### src/rtl/core/mei_pkg.sv
// shared types, constants and helpers for the mandelbrot escape iterator
package mei_pkg;

    localparam int WORD_W  = 40;
    localparam int FRAC_W  = 24;
    localparam int HALF_W  = 20;
    localparam int PROD_W  = WORD_W + HALF_W;
    localparam int ACC_W   = 2 * WORD_W;
    localparam int DIFF_W  = 13;
    localparam int COORD_W = 10;
    localparam int CENT_W  = 12;
    localparam int ITER_W  = 8;
    localparam int BOUND_W = 10;
    localparam int STEP_W  = 24;
    localparam int IDX_W   = 3;
    localparam int IN_W    = 24;

    localparam logic signed [WORD_W-1:0] WMAX = {1'b0, {(WORD_W-1){1'b1}}};
    localparam logic signed [WORD_W-1:0] WMIN = {1'b1, {(WORD_W-1){1'b0}}};

    localparam logic [ITER_W-1:0]  MAX_ITER_RST   = 8'd255;
    localparam logic [BOUND_W-1:0] ESCAPE_R2_RST  = 10'd100;
    localparam logic [STEP_W-1:0]  PIXEL_STEP_RST = 24'd55924;
    localparam int                 COL_OFFSET     = 400;

    localparam logic [IDX_W-1:0] CFG_MAX_ITER   = 3'd0;
    localparam logic [IDX_W-1:0] CFG_ESCAPE_R2  = 3'd1;
    localparam logic [IDX_W-1:0] CFG_CENTER_COL = 3'd2;
    localparam logic [IDX_W-1:0] CFG_CENTER_ROW = 3'd3;
    localparam logic [IDX_W-1:0] CFG_PIXEL_STEP = 3'd4;

    typedef enum logic [3:0] {
        S_IDLE,
        S_CRE,
        S_CRE_W,
        S_CIM,
        S_CIM_W,
        S_SQR,
        S_SQR_W,
        S_SQI,
        S_SQI_W,
        S_CHK,
        S_PRD,
        S_PRD_W,
        S_UPD,
        S_DONE
    } t_state;

    typedef enum logic [2:0] {
        M_IDLE,
        M_HI,
        M_LO,
        M_ACC,
        M_FIN
    } t_mul_state;

    typedef struct packed {
        logic                     start;
        logic signed [WORD_W-1:0] a;
        logic signed [WORD_W-1:0] b;
    } t_mul_req;

    typedef struct packed {
        logic                     done;
        logic signed [WORD_W-1:0] result;
    } t_mul_rsp;

    // clamp a 42-bit signed sum to the 40-bit word range
    function automatic logic signed [WORD_W-1:0] sat_word(input logic signed [WORD_W+1:0] v);
        logic ovf_pos;
        logic ovf_neg;
        ovf_pos = !v[WORD_W+1] && (v[WORD_W:WORD_W-1] != 2'b00);
        ovf_neg = v[WORD_W+1] && (v[WORD_W:WORD_W-1] != 2'b11);
        if (ovf_pos) begin
            return WMAX;
        end else if (ovf_neg) begin
            return WMIN;
        end else begin
            return v[WORD_W-1:0];
        end
    endfunction

endpackage

### src/rtl/core/mei_fxmul.sv
// shared fixed-point multiplier, 40x20 bits per pass, two passes per product
module mei_fxmul
    import mei_pkg::*;
(
    input  logic     i_clk,
    input  logic     i_rst_n,
    input  t_mul_req i_req,
    output t_mul_rsp o_rsp
);

    t_mul_state r_state;
    t_mul_state n_state;

    logic [WORD_W-1:0] r_ua;
    logic [WORD_W-1:0] r_ub;
    logic              r_neg;
    logic [PROD_W-1:0] r_prod;
    logic [ACC_W-1:0]  r_acc;

    logic [WORD_W-1:0]        mag_a;
    logic [WORD_W-1:0]        mag_b;
    logic [ACC_W-FRAC_W-1:0]  quo;
    logic                     ovf;
    logic [WORD_W-1:0]        quo_w;

    assign mag_a = i_req.a[WORD_W-1] ? (~i_req.a + 1'b1) : i_req.a;
    assign mag_b = i_req.b[WORD_W-1] ? (~i_req.b + 1'b1) : i_req.b;

    always_comb begin
        n_state = r_state;
        unique case (r_state)
            M_IDLE: begin
                if (i_req.start) begin
                    n_state = M_HI;
                end
            end
            M_HI:   n_state = M_LO;
            M_LO:   n_state = M_ACC;
            M_ACC:  n_state = M_FIN;
            M_FIN:  n_state = M_IDLE;
            default: n_state = M_IDLE;
        endcase
    end

    always_ff @(posedge i_clk) begin
        if (!i_rst_n) begin
            r_state <= M_IDLE;
        end else begin
            r_state <= n_state;
        end
    end

    always_ff @(posedge i_clk) begin
        case (r_state)
            M_IDLE: begin
                if (i_req.start) begin
                    r_ua  <= mag_a;
                    r_ub  <= mag_b;
                    r_neg <= i_req.a[WORD_W-1] ^ i_req.b[WORD_W-1];
                end
            end
            M_HI: begin
                r_prod <= r_ua * r_ub[WORD_W-1:HALF_W];
            end
            M_LO: begin
                r_acc  <= {r_prod, {HALF_W{1'b0}}};
                r_prod <= r_ua * r_ub[HALF_W-1:0];
            end
            M_ACC: begin
                r_acc <= r_acc + {{(ACC_W-PROD_W){1'b0}}, r_prod};
            end
            default: ;
        endcase
    end

    // truncate magnitude, apply sign, clamp
    assign quo   = r_acc[ACC_W-1:FRAC_W];
    assign ovf   = |quo[ACC_W-FRAC_W-1:WORD_W-1];
    assign quo_w = quo[WORD_W-1:0];

    always_comb begin
        o_rsp.done = (r_state == M_FIN);
        if (ovf) begin
            o_rsp.result = r_neg ? WMIN : WMAX;
        end else if (r_neg) begin
            o_rsp.result = ~quo_w + 1'b1;
        end else begin
            o_rsp.result = quo_w;
        end
    end

endmodule

### config.mk
export PLATFORM = sky130hd
export DESIGN_NAME = mei_fxmul
export DESIGN_NICKNAME = d
export VERILOG_FILES = /design/src/rtl/core/mei_pkg.sv /design/src/rtl/core/mei_fxmul.sv
export SDC_FILE = /design/constraint.sdc
export NUM_CORES = 2
export LEC_CHECK = 0
export BUFFER_PORTS_ARGS = -buffer_cell sky130_fd_sc_hd__buf_4
export CORE_ASPECT_RATIO = 1.75
export CORE_MARGIN = 2
export CORE_UTILIZATION = 50
export DETAILED_ROUTE_END_ITERATION = 6
export GPL_TIMING_DRIVEN = 0
export PLACE_DENSITY = 0.75
export SKIP_LAST_GASP = 1
export SLEW_MARGIN = 30
export SYNTH_ARGS = -nofsm -noshare
export SYNTH_HDL_FRONTEND = slang
export SYNTH_SLANG_ARGS = --single-unit
### constraint.sdc
create_clock -name i_clk -period 14.7 [get_ports i_clk]
set_input_delay 2.94 -clock i_clk [delete_from_list [all_inputs] [get_ports i_clk]]
set_output_delay 2.94 -clock i_clk [all_outputs]
set_load 0.02 [all_outputs]
======== Word-level counts from Yosys, hierarchy flattened ========
Cells that the tools add are included.
storage, ports and cells
  input port bits ......................... 83
  RAM bits ................................ 0
  latch bits .............................. 0
  memories kept ........................... 0
  output and inout port bits .............. 41
  bits in registers ....................... 224
  bits in read-only memories .............. 0
operators by class
  reductions and logical operators ........ 5
  order comparisons ....................... 0
  bitwise gates (word level) .............. 4
  equality and inequality tests ........... 5
  multipliers ............................. 2
  shift-type cells ........................ 0
  add/subtract/negate cells ............... 4
  mux-type cells .......................... 9
  divide/modulo/power cells ............... 0
operators with widths
  cell                     count
  $pmux W80 S2             1
  $add A40 B1 Y40 const B  3
  $mul A40 B20 Y60         2
  $mux W40                 3
  $not A40 Y40             3
  $pmux W60 S2             1
  $add A80 B60 Y80         1
  $mux W39                 2
  $reduce_or A17 Y1        1
  $pmux W3 S4              1
  $eq A3 B2 Y1 const B     2
  $reduce_bool A2 Y1       2
  $eq A3 B1 Y1 const B     1
  $eq A3 B3 Y1 const B     1
  $logic_not A3 Y1         1
  $mux W3                  1
  $ne A2 B2 Y1 const B     1
  $reduce_and A2 Y1        1
  $xor A1 B1 Y1            1

======== Longest topological paths before layout ========
  word-level depth ........................ 4
  gate-level depth with buffers ........... 29
  gate-level depth less buffers ........... 27

======== Worst setup path before layout ========
No wires, ideal clock.
  kind .................................... in2reg
  from .................................... input port i_req[80] in the netlist's numbering
  to ...................................... register r_neg, enable pin
  data required time ...................... 13.952 ns
  path slack .............................. 2.832 ns
  stages .................................. 1
  data arrival time ....................... 11.120 ns
  buffers on the path ..................... 0
  path through ............................ nor4b_1
on the way
  cells in the longest elaborated chain, start to end .. 1
RTL lines
  item                         RTL line         RTL
  from (decl)                  mei_fxmul.sv:7   input t_mul_req i_req,
  $reduce_and A2 Y1 (no line)  n/a
  to (signal assigned)         mei_fxmul.sv:59  r_neg <= i_req.a[WORD_W-1] ^ i_req.b[WORD_W-1];
  to (decl)                    mei_fxmul.sv:16  logic r_neg;
No other way between the ends.
A chain may end at the register's enable or synchronous reset.

======== Worst setup path in the final report ========
  from .................................... register r_ua[0]
  to ...................................... register r_prod[59], data pin
on the way
  cells in the longest elaborated chain, start to end .. 2
RTL lines
  item                                 RTL line                          RTL
  from (decl)                          mei_fxmul.sv:14                   logic [WORD_W-1:0] r_ua;
  from (signal assigned)               mei_fxmul.sv:57                   r_ua <= mag_a;
  $mul A40 B20 Y60 (on tied branches)  mei_fxmul.sv:67, mei_fxmul.sv:63
  $pmux W60 S2 *                       mei_fxmul.sv:54                   case (r_state)
  to (signal assigned)                 mei_fxmul.sv:63                   r_prod <= r_ua * r_ub[WORD_W-1:HALF_W];
  to (signal assigned)                 mei_fxmul.sv:67                   r_prod <= r_ua * r_ub[HALF_W-1:0];
  to (decl)                            mei_fxmul.sv:17                   logic [PROD_W-1:0] r_prod;
Every way passes the cells marked *; elsewhere a longest branch is shown, timed or not.

==> metrics.cfg <==
[global_route]
grtUsageMet1=0.416
grt_max_degree=28
antenna_found_initial=19
use_met3=0.0768
grt_pass1_wl_um=393000
overflow=0
grt_use_met2=0.705
first_global_vias=58900
track_usage=0.416
grt-busiest-layer=met2

[floorplanning]
initial_core_util=0.504
rows=175
core_um2=130000
die_h_um=482
ios=124
die_width_um=277
die_area_um2=134000

[sta]
worst_slack_ps=5140
tightestPinTransition_ps=1130
hold_viol=0
clock_skew_ps=30.3
relSlewSlack=0.244
finalMaxSlewViolations=0
timing.final.crit_period_ps=9560
rsz0062_at_grt=no
hold_ws_ps=619
setup_viol=0
fin_crit_sh=0.651
fmax_mhz=105

[placed_design]
gp_congestion=1.04
place_area_um2=69000
dp_slack_ps=5330
portBuffers=123
dp_hpwl_um=234000

[logic_synthesis]
synthCells=7486
yosysTopAreaCellShare=0.417
synthArstFlopShare=0
ys_top_cells_by_area=fa_1, edfxtp_1, inv_1
synth-edff-count=221
synth-seq-area-share=0.102
syn_nets=9333
yosysTopAreaCell=fa_1
synth.avg_cell_area_um2=8.74
synth.cell_area_um2=65400
synth_seq_cells=224
synth_flop_cell=edfxtp_1
synth_cell_type_count=73
ys_warn_count=0

[detailed_routing]
drtIter0Drc=4744
antenna_left=0
dr.pass1.iters=7
vias_per_cell=5.88
avgRoutedWirePerCell_um=29.4
drc=21
routed_wl_um=276000
num_vias=55300

[cells_and_area]
postLayoutCellArea_um2=70000
final_common_cell=inv_1
syn2layout_area_growth_pct=7.04
drive_gt1_frac=0.0434
nFillCells=12300
fin_nets=9516
layout_common_cells=inv_1, fa_1, nand2_1

[clocking]
numCtsBuffers=27
clk_path_buf_depth=3
cts_resized=0
htree_levels=1
clk_latency_ps=650
cts_setup_buffers=0
clockRootBuffer=clkbuf_16
holdBufCountCts=0
clkTransAtPathRegs_ps=70
cts_tree=done
cts_sinks=224

[min_path]
hp-class=reg -> reg

[job]
drv_cap=0

[worst_setup_path]
end_kind=flip-flop
worstPathArrival_ps=9920
critPathLaunchType=flip-flop
path_max_fanout=10
crit_type=reg -> reg
cp.required_ps=15050

[run_status]
violations=design-rule violations
status=complete, but fails checks

[kinds of logic after synthesis]
logic type                 Yosys count  synth area share
AOI/OAI and AO/OA                  871            0.0818
muxes                               19           0.00297
xor gates and xnor gates           267            0.0358
and+or+nand+nor                   2376             0.170
buffers and inverters             1965             0.113
adders and majority gates         1764             0.494
DFF                                224             0.102
[worst paths after layout]
path,startpoint,end,slack (ps),depth (start not counted)
setup reg to reg,r_ua[0]$_DFFE_PP_,r_prod[59]$_DFFE_PP_,5140,25
setup / recovery,r_ua[0]$_DFFE_PP_,r_prod[59]$_DFFE_PP_,5140,25
hold / removal,r_state[1]$_SDFFE_PN0P_,r_state[0]$_SDFFE_PN0P_,620,2
hold reg to reg,r_state[1]$_SDFFE_PN0P_,r_state[0]$_SDFFE_PN0P_,620,2
[routing by layer]
layer	vias up	wire length (um)
met2	3086	133000
met4	10	36400
li1	23100	-
met5	-	69
met1	27800	85400
met3	1224	21600
[critical path, stage by stage, from the launching register on]
cell and delay (ps):
edfxtp_1 560, clkbuf_1 560, clkbuf_2 610, nand2_1 190, fa_1 490, fa_1 490
inv_1 50, fa_1 560, fa_1 450, fa_1 400, fa_1 510, inv_1 50
fa_1 520, inv_1 60, ha_1 340, a21oi_1 210, o21bai_1 80, a21o_1 230
a221o_1 330, a31o_2 210, a31oi_1 490, o21ai_0 450, a311o_1 560, a221oi_1 350
xnor2_1 330, mux2i_1 150
[synth_stat cells, types with 13 or more instances]
cell / count
a21o_1: 123
a21oi_1: 280
a31oi_1: 32
and2_1: 587
and3_1: 30
clkbuf_1: 427
edfxtp_1: 221
fa_1: 1361
ha_1: 403
inv_1: 1530
mux2i_1: 16
nand2_1: 1305
nand2b_1: 17
nand3_1: 52
nand4_1: 35
nor2_1: 176
nor2b_1: 30
nor3_1: 37
nor4_1: 18
o21a_1: 27
o21ai_0: 222
o21bai_1: 38
o31ai_1: 30
o41ai_1: 13
or3_1: 36
or4_1: 18
xnor2_1: 185
xor2_1: 82
[area by class of cell]
cell class,instances,area (um2),area share
Sequential cell,224,6700,0.0957
Inverter,1530,5740,0.0820
Tap cell,1681,2100,0.0300
Timing Repair Buffer,154,1370,0.0196
Antenna cell,26,65.1,0.000930
Clock buffer,28,679,0.00971
Multi-Input combinational cell,5297,51400,0.734
Clock inverter,20,221,0.00316
Buffer,435,1760,0.0252
[registers in the layout (all words and copies together), names as in the netlist]
register,count
r_acc,80
r_neg,1
r_prod,60
r_ua,40
r_ub,40
r_state,3
[metrics by stage]
step	setup TNS, ps	std cells	util
floorplan	0	7486	-
global route	0	9377	0.539
CTS	0	9369	0.538
global placement	-197640	9290	0.527
detailed placement	0	9321	0.532
finish	0	9395	0.539
Power is not shown: default switching activity piles up to over one toggle a cycle in this logic, so the estimate is an artifact.
